File: src/rtl/pdmwl_pkg.sv
// Shared types and constants for the PDM window level detector.
package pdmwl_pkg;

  localparam int WORD_BITS      = 16;
  localparam int FRAME_WORDS_W  = 9;
  localparam int LEVEL_W        = 19;
  localparam int CFG_DATA_W     = 19;
  localparam int CFG_INDEX_W    = 1;
  localparam int QUEUE_DEPTH    = 2;

  localparam logic [FRAME_WORDS_W-1:0] FRAME_WORDS_RESET = FRAME_WORDS_W'(150);
  localparam logic [LEVEL_W-1:0]       THRESHOLD_RESET   = LEVEL_W'(17000);
  localparam logic [LEVEL_W-1:0]       LEVEL_MAX         = '1;

  typedef enum logic [CFG_INDEX_W-1:0] {
    REG_FRAME_WORDS    = 1'b0,
    REG_LOUD_THRESHOLD = 1'b1
  } cfg_reg_t;

  typedef struct packed {
    logic [WORD_BITS-1:0] word;
    logic                 last;
  } queue_entry_t;

  typedef struct packed {
    logic         valid;
    queue_entry_t entry;
  } queue_head_t;

endpackage

File: src/rtl/pdm_window_level_detector.sv
// Top level of the PDM window level detector: registers, queue, front end and bit engine.
// Each accepted 16-bit PDM word is processed one bit per clock in the bit engine, except
// while it is held at a frame's final bit; a two-word queue lets the input keep taking
// words while the engine works or while a finished result waits. The frame result appears
// on frame_level and is_loud in the cycle after the last bit of the frame's last word, and
// is held until taken; while held, the engine stops only at the final bit of the next
// frame. frame_words and loud_threshold may be written only while no request is in flight.
module pdm_window_level_detector import pdmwl_pkg::*; #(
  parameter int MAX_FRAME_WORDS = 256,
  parameter int WINDOW_BITS     = 16
) (
  input  logic                   clk,
  input  logic                   rst,
  input  logic                   cfg_we,
  input  logic [CFG_INDEX_W-1:0] cfg_index,
  input  logic [CFG_DATA_W-1:0]  cfg_data,
  input  logic                   in_valid,
  output logic                   in_stall,
  input  logic [WORD_BITS-1:0]   pdm_word,
  output logic                   out_valid,
  input  logic                   out_stall,
  output logic [LEVEL_W-1:0]     frame_level,
  output logic                   is_loud
);

  logic [FRAME_WORDS_W-1:0] frame_words;
  logic [LEVEL_W-1:0]       loud_threshold;
  logic                     push;
  queue_entry_t             push_entry;
  logic                     queue_full;
  logic                     pop;
  queue_head_t              head;

  always_ff @(posedge clk) begin
    if (rst) begin
      frame_words    <= FRAME_WORDS_RESET;
      loud_threshold <= THRESHOLD_RESET;
    end else if (cfg_we) begin
      case (cfg_index)
        REG_FRAME_WORDS:    frame_words    <= cfg_data[FRAME_WORDS_W-1:0];
        REG_LOUD_THRESHOLD: loud_threshold <= cfg_data[LEVEL_W-1:0];
        default: ;
      endcase
    end
  end

  assign in_stall = queue_full;

  pdmwl_front #(
    .MAX_FRAME_WORDS(MAX_FRAME_WORDS)
  ) u_front (
    .clk        (clk),
    .rst        (rst),
    .in_valid   (in_valid),
    .pdm_word   (pdm_word),
    .frame_words(frame_words),
    .queue_full (queue_full),
    .push       (push),
    .push_entry (push_entry)
  );

  pdmwl_queue u_queue (
    .clk       (clk),
    .rst       (rst),
    .push      (push),
    .push_entry(push_entry),
    .pop       (pop),
    .full      (queue_full),
    .head      (head)
  );

  pdmwl_back #(
    .MAX_FRAME_WORDS(MAX_FRAME_WORDS),
    .WINDOW_BITS    (WINDOW_BITS)
  ) u_back (
    .clk           (clk),
    .rst           (rst),
    .head          (head),
    .pop           (pop),
    .loud_threshold(loud_threshold),
    .out_valid     (out_valid),
    .out_stall     (out_stall),
    .frame_level   (frame_level),
    .is_loud       (is_loud)
  );

endmodule

File: src/rtl/pdmwl_front.sv
// Front end: accepts PDM words and marks the last word of each frame.
module pdmwl_front import pdmwl_pkg::*; #(
  parameter int MAX_FRAME_WORDS = 256
) (
  input  logic                     clk,
  input  logic                     rst,
  input  logic                     in_valid,
  input  logic [WORD_BITS-1:0]     pdm_word,
  input  logic [FRAME_WORDS_W-1:0] frame_words,
  input  logic                     queue_full,
  output logic                     push,
  output queue_entry_t             push_entry
);

  localparam int CNT_W  = $clog2(MAX_FRAME_WORDS);
  localparam int MAXB_W = $clog2(MAX_FRAME_WORDS + 1);
  localparam int EFF_W  = ((MAXB_W > FRAME_WORDS_W) ? MAXB_W : FRAME_WORDS_W) + 1;

  logic [CNT_W-1:0] word_cnt;
  logic [CNT_W-1:0] word_cnt_next;
  logic [EFF_W-1:0] fw_ext;
  logic [EFF_W-1:0] eff_words;
  logic [EFF_W-1:0] cnt_plus_one;
  logic             is_last;

  always_comb begin
    fw_ext = EFF_W'(frame_words);
    if (fw_ext < EFF_W'(2)) begin
      eff_words = EFF_W'(2);
    end else if (fw_ext > EFF_W'(MAX_FRAME_WORDS)) begin
      eff_words = EFF_W'(MAX_FRAME_WORDS);
    end else begin
      eff_words = fw_ext;
    end
    cnt_plus_one = EFF_W'(word_cnt) + EFF_W'(1);
    is_last      = (cnt_plus_one >= eff_words);
    word_cnt_next = is_last ? '0 : CNT_W'(cnt_plus_one);
  end

  assign push            = in_valid && !queue_full;
  assign push_entry.word = pdm_word;
  assign push_entry.last = is_last;

  always_ff @(posedge clk) begin
    if (rst) begin
      word_cnt <= '0;
    end else if (push) begin
      word_cnt <= word_cnt_next;
    end
  end

endmodule

File: src/rtl/pdmwl_queue.sv
// Two-entry request queue between the front end and the bit engine.
module pdmwl_queue import pdmwl_pkg::*; (
  input  logic         clk,
  input  logic         rst,
  input  logic         push,
  input  queue_entry_t push_entry,
  input  logic         pop,
  output logic         full,
  output queue_head_t  head
);

  localparam int PTR_W = (QUEUE_DEPTH > 1) ? $clog2(QUEUE_DEPTH) : 1;
  localparam int CNT_W = $clog2(QUEUE_DEPTH + 1);

  queue_entry_t     entries [QUEUE_DEPTH];
  logic [PTR_W-1:0] wr_ptr;
  logic [PTR_W-1:0] rd_ptr;
  logic [CNT_W-1:0] count;

  function automatic logic [PTR_W-1:0] ptr_inc(input logic [PTR_W-1:0] p);
    logic [PTR_W-1:0] r;
    if (p == PTR_W'(QUEUE_DEPTH - 1)) begin
      r = '0;
    end else begin
      r = p + PTR_W'(1);
    end
    return r;
  endfunction

  assign full        = (count == CNT_W'(QUEUE_DEPTH));
  assign head.valid  = (count != '0);
  assign head.entry  = entries[rd_ptr];

  always_ff @(posedge clk) begin
    if (push) begin
      entries[wr_ptr] <= push_entry;
    end
  end

  always_ff @(posedge clk) begin
    if (rst) begin
      wr_ptr <= '0;
      rd_ptr <= '0;
      count  <= '0;
    end else begin
      if (push) begin
        wr_ptr <= ptr_inc(wr_ptr);
      end
      if (pop) begin
        rd_ptr <= ptr_inc(rd_ptr);
      end
      if (push && !pop) begin
        count <= count + CNT_W'(1);
      end else if (pop && !push) begin
        count <= count - CNT_W'(1);
      end
    end
  end

endmodule

File: src/rtl/pdmwl_back.sv
// Bit engine: sliding window deviation, frame accumulation and result register.
module pdmwl_back import pdmwl_pkg::*; #(
  parameter int MAX_FRAME_WORDS = 256,
  parameter int WINDOW_BITS     = 16
) (
  input  logic               clk,
  input  logic               rst,
  input  queue_head_t        head,
  output logic               pop,
  input  logic [LEVEL_W-1:0] loud_threshold,
  output logic               out_valid,
  input  logic               out_stall,
  output logic [LEVEL_W-1:0] frame_level,
  output logic               is_loud
);

  localparam int W      = WINDOW_BITS;
  localparam int OW     = $clog2(W + 1);
  localparam int DW     = $clog2(W / 2 + 1);
  localparam int SW     = $clog2(W * (W / 2) + 1);
  localparam int ACC_RAW = $clog2(WORD_BITS * MAX_FRAME_WORDS * W * (W / 2) + 1);
  localparam int AW     = (ACC_RAW > LEVEL_W) ? ACC_RAW : LEVEL_W + 1;
  localparam int PW     = $clog2(2 * W - 1);
  localparam int BW     = $clog2(WORD_BITS);
  localparam logic [OW-1:0] HALF     = OW'(W / 2);
  localparam logic [PW-1:0] DEV_POS  = PW'(W - 1);
  localparam logic [PW-1:0] ACC_POS  = PW'(2 * W - 2);
  localparam logic [BW-1:0] BIT_LAST = BW'(WORD_BITS - 1);

  logic                 busy;
  logic                 last;
  logic [WORD_BITS-1:0] word;
  logic [BW-1:0]        bit_cnt;

  logic [W-1:0]  bit_history;
  logic [OW-1:0] ones_in_window;
  logic [DW-1:0] deviation_history [W];
  logic [SW-1:0] deviation_window_sum;
  logic [AW-1:0] level_accumulator;
  logic [PW-1:0] bit_position;

  logic               bit_in;
  logic               leaving;
  logic               word_end;
  logic               final_bit;
  logic               step;
  logic               in_dev;
  logic               in_acc;
  logic [OW-1:0]      ones_next;
  logic [DW-1:0]      dev;
  logic [SW-1:0]      sum_next;
  logic [AW-1:0]      acc_next;
  logic [LEVEL_W-1:0] level_sat;

  always_comb begin
    bit_in    = word[WORD_BITS-1];
    leaving   = bit_history[W-1];
    word_end  = (bit_cnt == BIT_LAST);
    final_bit = last && word_end;
    step      = busy && !(final_bit && out_valid && out_stall);
    pop       = head.valid && (!busy || (step && word_end));

    in_dev    = (bit_position >= DEV_POS);
    in_acc    = (bit_position >= ACC_POS);
    ones_next = ones_in_window + OW'(bit_in) - OW'(leaving);
    if (ones_next >= HALF) begin
      dev = DW'(ones_next - HALF);
    end else begin
      dev = DW'(HALF - ones_next);
    end
    sum_next = in_dev ? deviation_window_sum + SW'(dev) - SW'(deviation_history[W-1])
                      : deviation_window_sum;
    acc_next = in_acc ? level_accumulator + AW'(sum_next) : level_accumulator;
    if (acc_next[AW-1:LEVEL_W] != '0) begin
      level_sat = LEVEL_MAX;
    end else begin
      level_sat = acc_next[LEVEL_W-1:0];
    end
  end

  always_ff @(posedge clk) begin
    if (rst) begin
      busy    <= 1'b0;
      last    <= 1'b0;
      bit_cnt <= '0;
    end else begin
      if (step) begin
        bit_cnt <= bit_cnt + BW'(1);
      end
      if (pop) begin
        busy    <= 1'b1;
        last    <= head.entry.last;
        bit_cnt <= '0;
      end else if (step && word_end) begin
        busy <= 1'b0;
      end
    end
  end

  always_ff @(posedge clk) begin
    if (pop) begin
      word <= head.entry.word;
    end else if (step) begin
      word <= {word[WORD_BITS-2:0], 1'b0};
    end
  end

  always_ff @(posedge clk) begin
    if (rst || (step && final_bit)) begin
      bit_history          <= '0;
      ones_in_window       <= '0;
      deviation_window_sum <= '0;
      level_accumulator    <= '0;
      bit_position         <= '0;
      for (int k = 0; k < W; k++) begin
        deviation_history[k] <= '0;
      end
    end else if (step) begin
      bit_history       <= {bit_history[W-2:0], bit_in};
      ones_in_window    <= ones_next;
      level_accumulator <= acc_next;
      if (bit_position != ACC_POS) begin
        bit_position <= bit_position + PW'(1);
      end
      if (in_dev) begin
        deviation_window_sum <= sum_next;
        for (int k = W - 1; k > 0; k--) begin
          deviation_history[k] <= deviation_history[k-1];
        end
        deviation_history[0] <= dev;
      end
    end
  end

  always_ff @(posedge clk) begin
    if (rst) begin
      out_valid <= 1'b0;
    end else if (step && final_bit) begin
      out_valid <= 1'b1;
    end else if (!out_stall) begin
      out_valid <= 1'b0;
    end
  end

  always_ff @(posedge clk) begin
    if (step && final_bit) begin
      frame_level <= level_sat;
      is_loud     <= (level_sat > loud_threshold);
    end
  end

endmodule

File: config.mk
export PLATFORM = sky130hd
export DESIGN_NAME = pdm_window_level_detector
export DESIGN_NICKNAME = d
export VERILOG_FILES = /design/src/rtl/pdmwl_pkg.sv /design/src/rtl/pdm_window_level_detector.sv /design/src/rtl/pdmwl_front.sv /design/src/rtl/pdmwl_queue.sv /design/src/rtl/pdmwl_back.sv
export SDC_FILE = /design/constraint.sdc
export NUM_CORES = 1
export LEC_CHECK = 0
export ABC_AREA = 1
export ABC_CLOCK_PERIOD_IN_PS = 6300
export BUFFER_PORTS_ARGS = -buffer_cell sky130_fd_sc_hd__buf_2
export CAP_MARGIN = 20
export CORE_AREA = 2 2 153 155
export CTS_BUF_LIST = sky130_fd_sc_hd__clkbuf_2
export DETAILED_ROUTE_END_ITERATION = 7
export DIE_AREA = 0 0 155 157
export GPL_TIMING_DRIVEN = 1
export PLACE_DENSITY = 0.68
export SLEW_MARGIN = 20
export SYNTH_ARGS = -nofsm -noshare
export SYNTH_HDL_FRONTEND = slang
export SYNTH_HIERARCHICAL = 1
export SYNTH_SLANG_ARGS = --single-unit
File: constraint.sdc
create_clock -name clk -period 6.3 [get_ports clk]
set_input_delay 1.26 -clock clk [delete_from_list [all_inputs] [get_ports clk]]
set_output_delay 1.26 -clock clk [all_outputs]
set_load 0.05 [all_outputs]
==> out/qor.csv, run 1 <==
metric,value,unit
htree_levels,2,
p_per_area,356,nW/µm²
worst_pin_slew,1.06,ns
setup_viol,0,
fmax,165,MHz
ioPinCount,63,
status,completed,
finalMaxSlewViolations,0,
numCtsBuffers,60,
avgSynthCellArea,9.01,µm²
synth_area_leaders,"edfxtp_1 (33%), dfxtp_1 (17%), nand2_1 (10%)",
viasPerCell,4.94,
ir_worst_vdd,0.000262,V
fin_worst_skew,0.0511,ns
worst_hold_slack,0.434,ns
drtIter0Drc,527,
fp-row-count,55,
synth_top_area_cell,edfxtp_1,
grt_max_degree,57,
synth_cells,1356,
cap_violations,0,
place.gp.congestion,0.842,
die_w,155,µm
vias,8788,
synth-seq-area-share,49.6,%
cts_buffer_depth,3,
layoutNonFillerInstCount,1778,
end_kind,flip-flop,
min_path_type,reg2reg,
synth_fp_nets,1459,
die_area,24300,µm²
wl_per_cell,12.8,µm
cts.sinks,236,
relSlewSlack,29.6,%
final_cell_mix,"nand2_1 (311), inv_1 (197), edfxtp_1 (134)",
io_buffers,62,
synth_ff_type,edfxtp_1,
wirelength,22800,µm
synth_top_area_share,32.9,%
placed_cells,1654,
clockRootBuffer,clkbuf_2,
critPathKind,reg2reg,
grt_pass1_wl,38200,µm
p_leak,6.02,nW
mostFrequentLayoutCell,nand2_1,
dr.pass1.iters,5,
critPathSlowestCell,fa_2,
critPathMostFrequentCell,nand2_1,
rr_worst_depth,37,
post-route-min-period,6.05,ns
grt_pass1_vias,8418,
tritoncts,yes,
syn_area,12200,µm²
cp_max_fo,7,
fp.coreArea,22500,µm²
clock_latency,0.85,ns
ys_types,44,
die_height,157,µm
cp-start-kind,flip-flop,
ys_ff_latch,236,
remaining_drc_errors,0,
hold_buffers,0,
worstPathRequired,6.91,ns
cp_slowest_stage_delay,0.55,ns
antenna_found_initial,1,
overflow,0,
hpwl,15000,µm
start_util,54.3,%
synth_edf_count,134,
finalHoldViolations,0,
drive_gt1_share,23.2,%
hold_depth,2,
yosysWarnings,6,
nets,1545,
syn_to_final_growth,11.1,%
crit_arrival,6.65,ns
synthArstFlopShare,0,%
ant_nets,0,
grt_usage,18.9,%
path_clk_slew,0.12,ns
fin_crit_sh,96.0,%
per-stage QoR:
| step | setup TNS [ns] | setup WS, ns | area [µm²] | util, % | power, mW |
|---|---|---|---|---|---|
| finish | 0 | 0.254 | 13600 | 60.3 | 4.83 |
| global route | -0.165 | -0.165 | 13600 | 60.3 | 5.21 |
| detailed placement | -0.146 | -0.146 | 12500 | 55.6 | 3.50 |
| global placement | 0 | 0.0853 | 12500 | 55.6 | 3.46 |
| CTS | 0 | 0.0139 | 13100 | 58.4 | 4.62 |
| floorplan | 0 | 0.469 | 12200 | - | 3.21 |
worst max-delay path, delay by kind of cell, from the launching register on:
family	cells	cell delay (ns)
xor gates and xnor gates	2	0.37
buffers and inverters	8	0.47
adders and majority gates	8	2.60
DFF	1	0.34
and+or+nand+nor	14	1.37
AOI/OAI and AO/OA	5	0.63
cell families after synthesis:
| kind of cell | after synthesis | synth area share, % |
|---|---|---|
| simple gates | 611 | 24.1 |
| mux | 17 | 1.87 |
| xor+xnor | 19 | 1.36 |
| compound gates | 137 | 6.03 |
| fa+ha+maj | 62 | 6.72 |
| buf+inv | 274 | 10.3 |
| flops | 236 | 49.6 |
metal layers:
metal	global-route usage (%)	up-vias	wire, µm
li1	-	4550	-
met1	25.3	4027	10700
met2	31.0	175	10600
met3	3.91	36	1080
met4	5.86	0	395
met5	0	-	0
Yosys cell counts (15+ instances only):
cell type  instances
inv_1            200
edfxtp_1         134
a21oi_1           76
nand3_1           97
nor2_4            54
dfxtp_1          102
xor2_1            15
nor2_1            97
buf_4             21
ha_1              56
o21ai_0           43
inv_2             16
nand2_1          324
timing repair:
action,4_1_cts,5_1_grt
pin swaps,2,32
setup buffers,7,3
gates cloned,0,1
setup endpoints to repair,1,1
resized for setup,2,74
hold endpoints to repair,0,0
worst paths after layout:
check / from / end / slack, ns
worst max-delay path: u_back/ones_in_window[0]$_SDFFE_PP0P_ / u_back/is_loud$_DFFE_PP_ / 0.25
worst min-delay path: u_back/bit_history[12]$_SDFFE_PP0P_ / u_back/bit_history[13]$_SDFFE_PP0P_ / 0.43
worst max register to register: u_back/ones_in_window[0]$_SDFFE_PP0P_ / u_back/is_loud$_DFFE_PP_ / 0.25
worst min register to register: u_back/bit_history[12]$_SDFFE_PP0P_ / u_back/bit_history[13]$_SDFFE_PP0P_ / 0.43
registers in the layout, summed over array words and instances (netlist names), 2 cells and up, named ones only:
signal and cells:
u_queue/entries 34, u_queue/count 2, frame_words 9, u_back/deviation_window_sum 8, u_back/word 16, u_back/deviation_history 64
u_front/word_cnt 8, loud_threshold 19, u_back/bit_position 5, u_back/level_accumulator 20, u_back/frame_level 19, u_back/bit_cnt 4
u_back/ones_in_window 5, u_back/bit_history 16
power breakdown:
group	switching [mW]	internal [mW]
clock network	0.620	0.453
logic	1.07	0.677
registers	0.123	1.88
cell type report:
cell class,instances,area (µm²)
clock buffers,99,495
inverters,219,825
clock inverters,13,82.6
flip-flops and latches,236,6070
well taps,285,357
repair buffers,78,438
multi-input cells,847,5310
fillers,2006,8930
diodes,1,2.50
Note: power is estimated with default switching activity, not from simulation.
==> inputs of run 2 (changes only) <==
--- a/config.mk
+++ b/config.mk
@@ -5,14 +5,14 @@
 export SDC_FILE = /design/constraint.sdc
 export NUM_CORES = 1
 export LEC_CHECK = 0
-export ABC_AREA = 1
+export ABC_AREA = 0
 export ABC_CLOCK_PERIOD_IN_PS = 6300
 export BUFFER_PORTS_ARGS = -buffer_cell sky130_fd_sc_hd__buf_2
 export CAP_MARGIN = 20
-export CORE_AREA = 2 2 153 155
+export CORE_AREA = 2 2 148 150
 export CTS_BUF_LIST = sky130_fd_sc_hd__clkbuf_2
 export DETAILED_ROUTE_END_ITERATION = 7
-export DIE_AREA = 0 0 155 157
+export DIE_AREA = 0 0 150 152
 export GPL_TIMING_DRIVEN = 1
 export PLACE_DENSITY = 0.68
 export SLEW_MARGIN = 20
==> run 2 against run 1 <==
Compared with the run above: the flow now finishes with violations (setup timing); sequential share of layout area grew 1.7 points; count of clock-buffer cells in the layout decreased by 1; clock skew shrank 0.010 ns; synthesized cell count down 22%; critical endpoint unchanged; largest power group is now combinational cells; highest routed layer unchanged.
==> out/qor.csv, run 2 <==
metric,value,unit,change
remaining_drc_errors,0,,unchanged
synth.most_common_cell,edfxtp_1,,was nand2_1
cts_buffer_depth,3,,unchanged
drive_gt1_share,27.1,%,was 23.2%
avgSynthCellArea,10.8,µm²,was 9.01 µm²
ir_worst_vdd,0.000281,V,was 0.000262 V
wl_per_cell,14.6,µm,was 12.8 µm
fin_crit_sh,106,%,was 96.0%
synthArstFlopShare,0,%,unchanged
fin_worst_skew,0.0409,ns,was 0.0511 ns
p_seq_share,38.4,%,was 41.6%
grt_pass1_vias,7537,,"was 8,418"
path_clk_slew,0.12,ns,about the same
cp_max_fo,7,,unchanged
worst_slack,-0.404,ns,was 0.254 ns
p_switching,1.76,mW,was 1.81 mW
synth_cells,1055,,"was 1,356"
rr_worst_depth,34,,was 37
p_comb_share,41.1,%,was 36.2%
syn_to_final_growth,14.5,%,was 11.1%
finalPower,5.14,mW,was 4.83 mW
grt_max_degree,67,,was 57
grt_pass1_wl,36200,µm,"was 38,200 µm"
fp.coreArea,21400,µm²,"was 22,500 µm²"
wirelength,22100,µm,"was 22,800 µm"
violations,setup timing,,
layout.core_utilization,61.3,%,was 60.3%
dp_slack,-0.390,ns,was -0.146 ns
dr.pass1.iters,6,,was 5
vias,7857,,"was 8,788"
post-route-min-period,6.70,ns,was 6.05 ns
yosysWarnings,6,,unchanged
syn_area,11400,µm²,"was 12,200 µm²"
top_register,u_back/deviation_history,,unchanged
synth_fp_nets,1158,,"was 1,459"
rsz0062_at_grt,yes,,
viasPerCell,5.19,,was 4.94
io_buffers,62,,unchanged
grt_usage,19.3,%,was 18.9%
finalMaxSlewViolations,0,,unchanged
numCtsBuffers,59,,was 60
hpwl,14100,µm,"was 15,000 µm"
synth_edf_count,134,,unchanged
synth_top_area_share,35.2,%,was 32.9%
critPathKind,reg2reg,,unchanged
antenna_found_initial,1,,unchanged
cp_slowest_stage_delay,0.50,ns,was 0.55 ns
ioPinCount,63,,unchanged
overflow,0,,unchanged
start_util,53.5,%,was 54.3%
end_kind,flip-flop,,unchanged
clockRootBuffer,clkbuf_2,,unchanged
p_leak,5.33,nW,was 6.02 nW
synth.top_cells.by_count,"edfxtp_1 (134), nand2_1 (107), dfxtp_1 (102)",,"was nand2_1 (324), inv_1 (200), edfxtp_1 (134)"
ys_ff_latch,236,,unchanged
synth_top_area_cell,edfxtp_1,,unchanged
cap_violations,0,,unchanged
fmax,149,MHz,was 165 MHz
ant_nets,0,,unchanged
clkPwrFrac,20.5,%,was 22.2%
critPathSlowestCell,fa_1,,was fa_2
final_cell_mix,"edfxtp_1 (134), nand2_1 (105), dfxtp_1 (101)",,"was nand2_1 (311), inv_1 (197), edfxtp_1 (134)"
crit_arrival,7.29,ns,was 6.65 ns
hold_buffers,0,,unchanged
htree_levels,2,,unchanged
fp-row-count,54,,was 55
die_w,150,µm,was 155 µm
power_switching_share,34.2,%,was 37.6%
p_per_area,393,nW/µm²,was 356 nW/µm²
die_height,152,µm,was 157 µm
cp-start-kind,flip-flop,,unchanged
mostFrequentLayoutCell,edfxtp_1,,was nand2_1
clock_latency,0.84,ns,was 0.85 ns
cts.sinks,236,,unchanged
tritoncts,yes,,unchanged
relSlewSlack,42.8,%,was 29.6%
die_area,22800,µm²,"was 24,300 µm²"
min_path_type,reg2reg,,unchanged
largestRegisters,"u_back/deviation_history: 64 flops, u_queue/entries: 34 flops, u_back/level_accumulator: 20 flops",,unchanged
drtIter0Drc,415,,was 527
finalHoldViolations,0,,unchanged
synth_area_leaders,"edfxtp_1 (35%), dfxtp_1 (18%), ha_1 (6.1%)",,"was edfxtp_1 (33%), dfxtp_1 (17%), nand2_1 (10%)"
ys_types,71,,was 44
worstPathRequired,6.89,ns,was 6.91 ns
synth-seq-area-share,53.1,%,was 49.6%
status,"complete, but fails checks",,was completed
largest_reg_flops,64,,unchanged
nets,1286,,"was 1,545"
hold_depth,2,,unchanged
place.gp.congestion,0.865,,was 0.842
setup_viol,1,,was 0
synth_ff_type,edfxtp_1,,unchanged
worst_pin_slew,0.856,ns,was 1.06 ns
p_int,3.38,mW,was 3.01 mW
## run 2: cell count changes after synthesis, moves of 30 or more
cell and change:
nor2_4 -54, nand2_1 -217, inv_1 -142, and2_1 +63, nand3_1 -61, nor2_1 -30
## run 2: power by group through the flow
stage	combinational (mW)	sequential, mW	clock [mW]
finish	2.11	1.98	1.05
global route	2.36	2.00	1.17
CTS	1.98	1.98	1.10
detailed placement	1.97	2.01	0
global placement	1.90	2.00	0
floorplan	1.39	1.96	0
## run 2: metrics by stage
| step | hold WS [ns] | setup TNS, ns | area, µm² | std cells |
|---|---|---|---|---|
| after floorplan | 0.431 | 0 | 11500 | 1055 |
| after global placement | 0.440 | -0.257 | 12300 | 1387 |
| after detailed placement | 0.443 | -0.390 | 12300 | 1387 |
| after CTS | 0.440 | -0.315 | 12900 | 1498 |
| after global routing | 0.460 | -0.769 | 13100 | 1513 |
| final | 0.451 | -0.404 | 13100 | 1513 |
## run 2: final cells by class
class,count,area [µm²]
diodes,1,2.50
clock buffers,98,490
clock inverters,12,72.6
fillers,1824,8270
inverters,59,221
multi-input cells,696,5000
flip-flops and latches,236,6070
well taps,280,350
repair buffers,131,872
## run 2: final timing paths
path,start,slack (ns),to
setup / recovery,u_back/ones_in_window[0]$_SDFFE_PP0P_,-0.40,u_back/is_loud$_DFFE_PP_
hold reg to reg,u_back/bit_history[12]$_SDFFE_PP0P_,0.45,u_back/bit_history[13]$_SDFFE_PP0P_
setup reg to reg,u_back/ones_in_window[0]$_SDFFE_PP0P_,-0.40,u_back/is_loud$_DFFE_PP_
hold / removal,u_back/bit_history[12]$_SDFFE_PP0P_,0.45,u_back/bit_history[13]$_SDFFE_PP0P_
## run 2: critical path, delay by kind of cell, from the launching register on
| kind | cells | cell delay, ns |
|---|---|---|
| fa+ha+maj | 7 | 2.23 |
| buf+inv | 5 | 0.40 |
| simple gates | 3 | 0.27 |
| compound gates | 14 | 2.31 |
| mux | 2 | 0.45 |
| flops | 1 | 0.36 |
| xor+xnor | 3 | 0.49 |
## run 2: cell families after synthesis
| family | share of synthesized area [%] |
|---|---|
| compound gates | 10.0 |
| xor+xnor | 3.98 |
| fa+ha+maj | 7.18 |
| buf+inv | 5.00 |
| flops | 53.1 |
| mux | 4.40 |
| simple gates | 16.3 |
## run 2: layer usage
metal	part of all wire, %	track usage [%]	up-vias
met5	0	0	-
met4	1.8	5.57	0
met3	4.5	4.26	44
met2	46	30.0	173
met1	48	27.2	3632
li1	-	-	4008
## run 2: timing repair
action | CTS | global route
buffers inserted | 1 | 13
gates resized for setup | 4 | 25
pin swaps | 2 | 31
setup endpoints to repair | 1 | 2
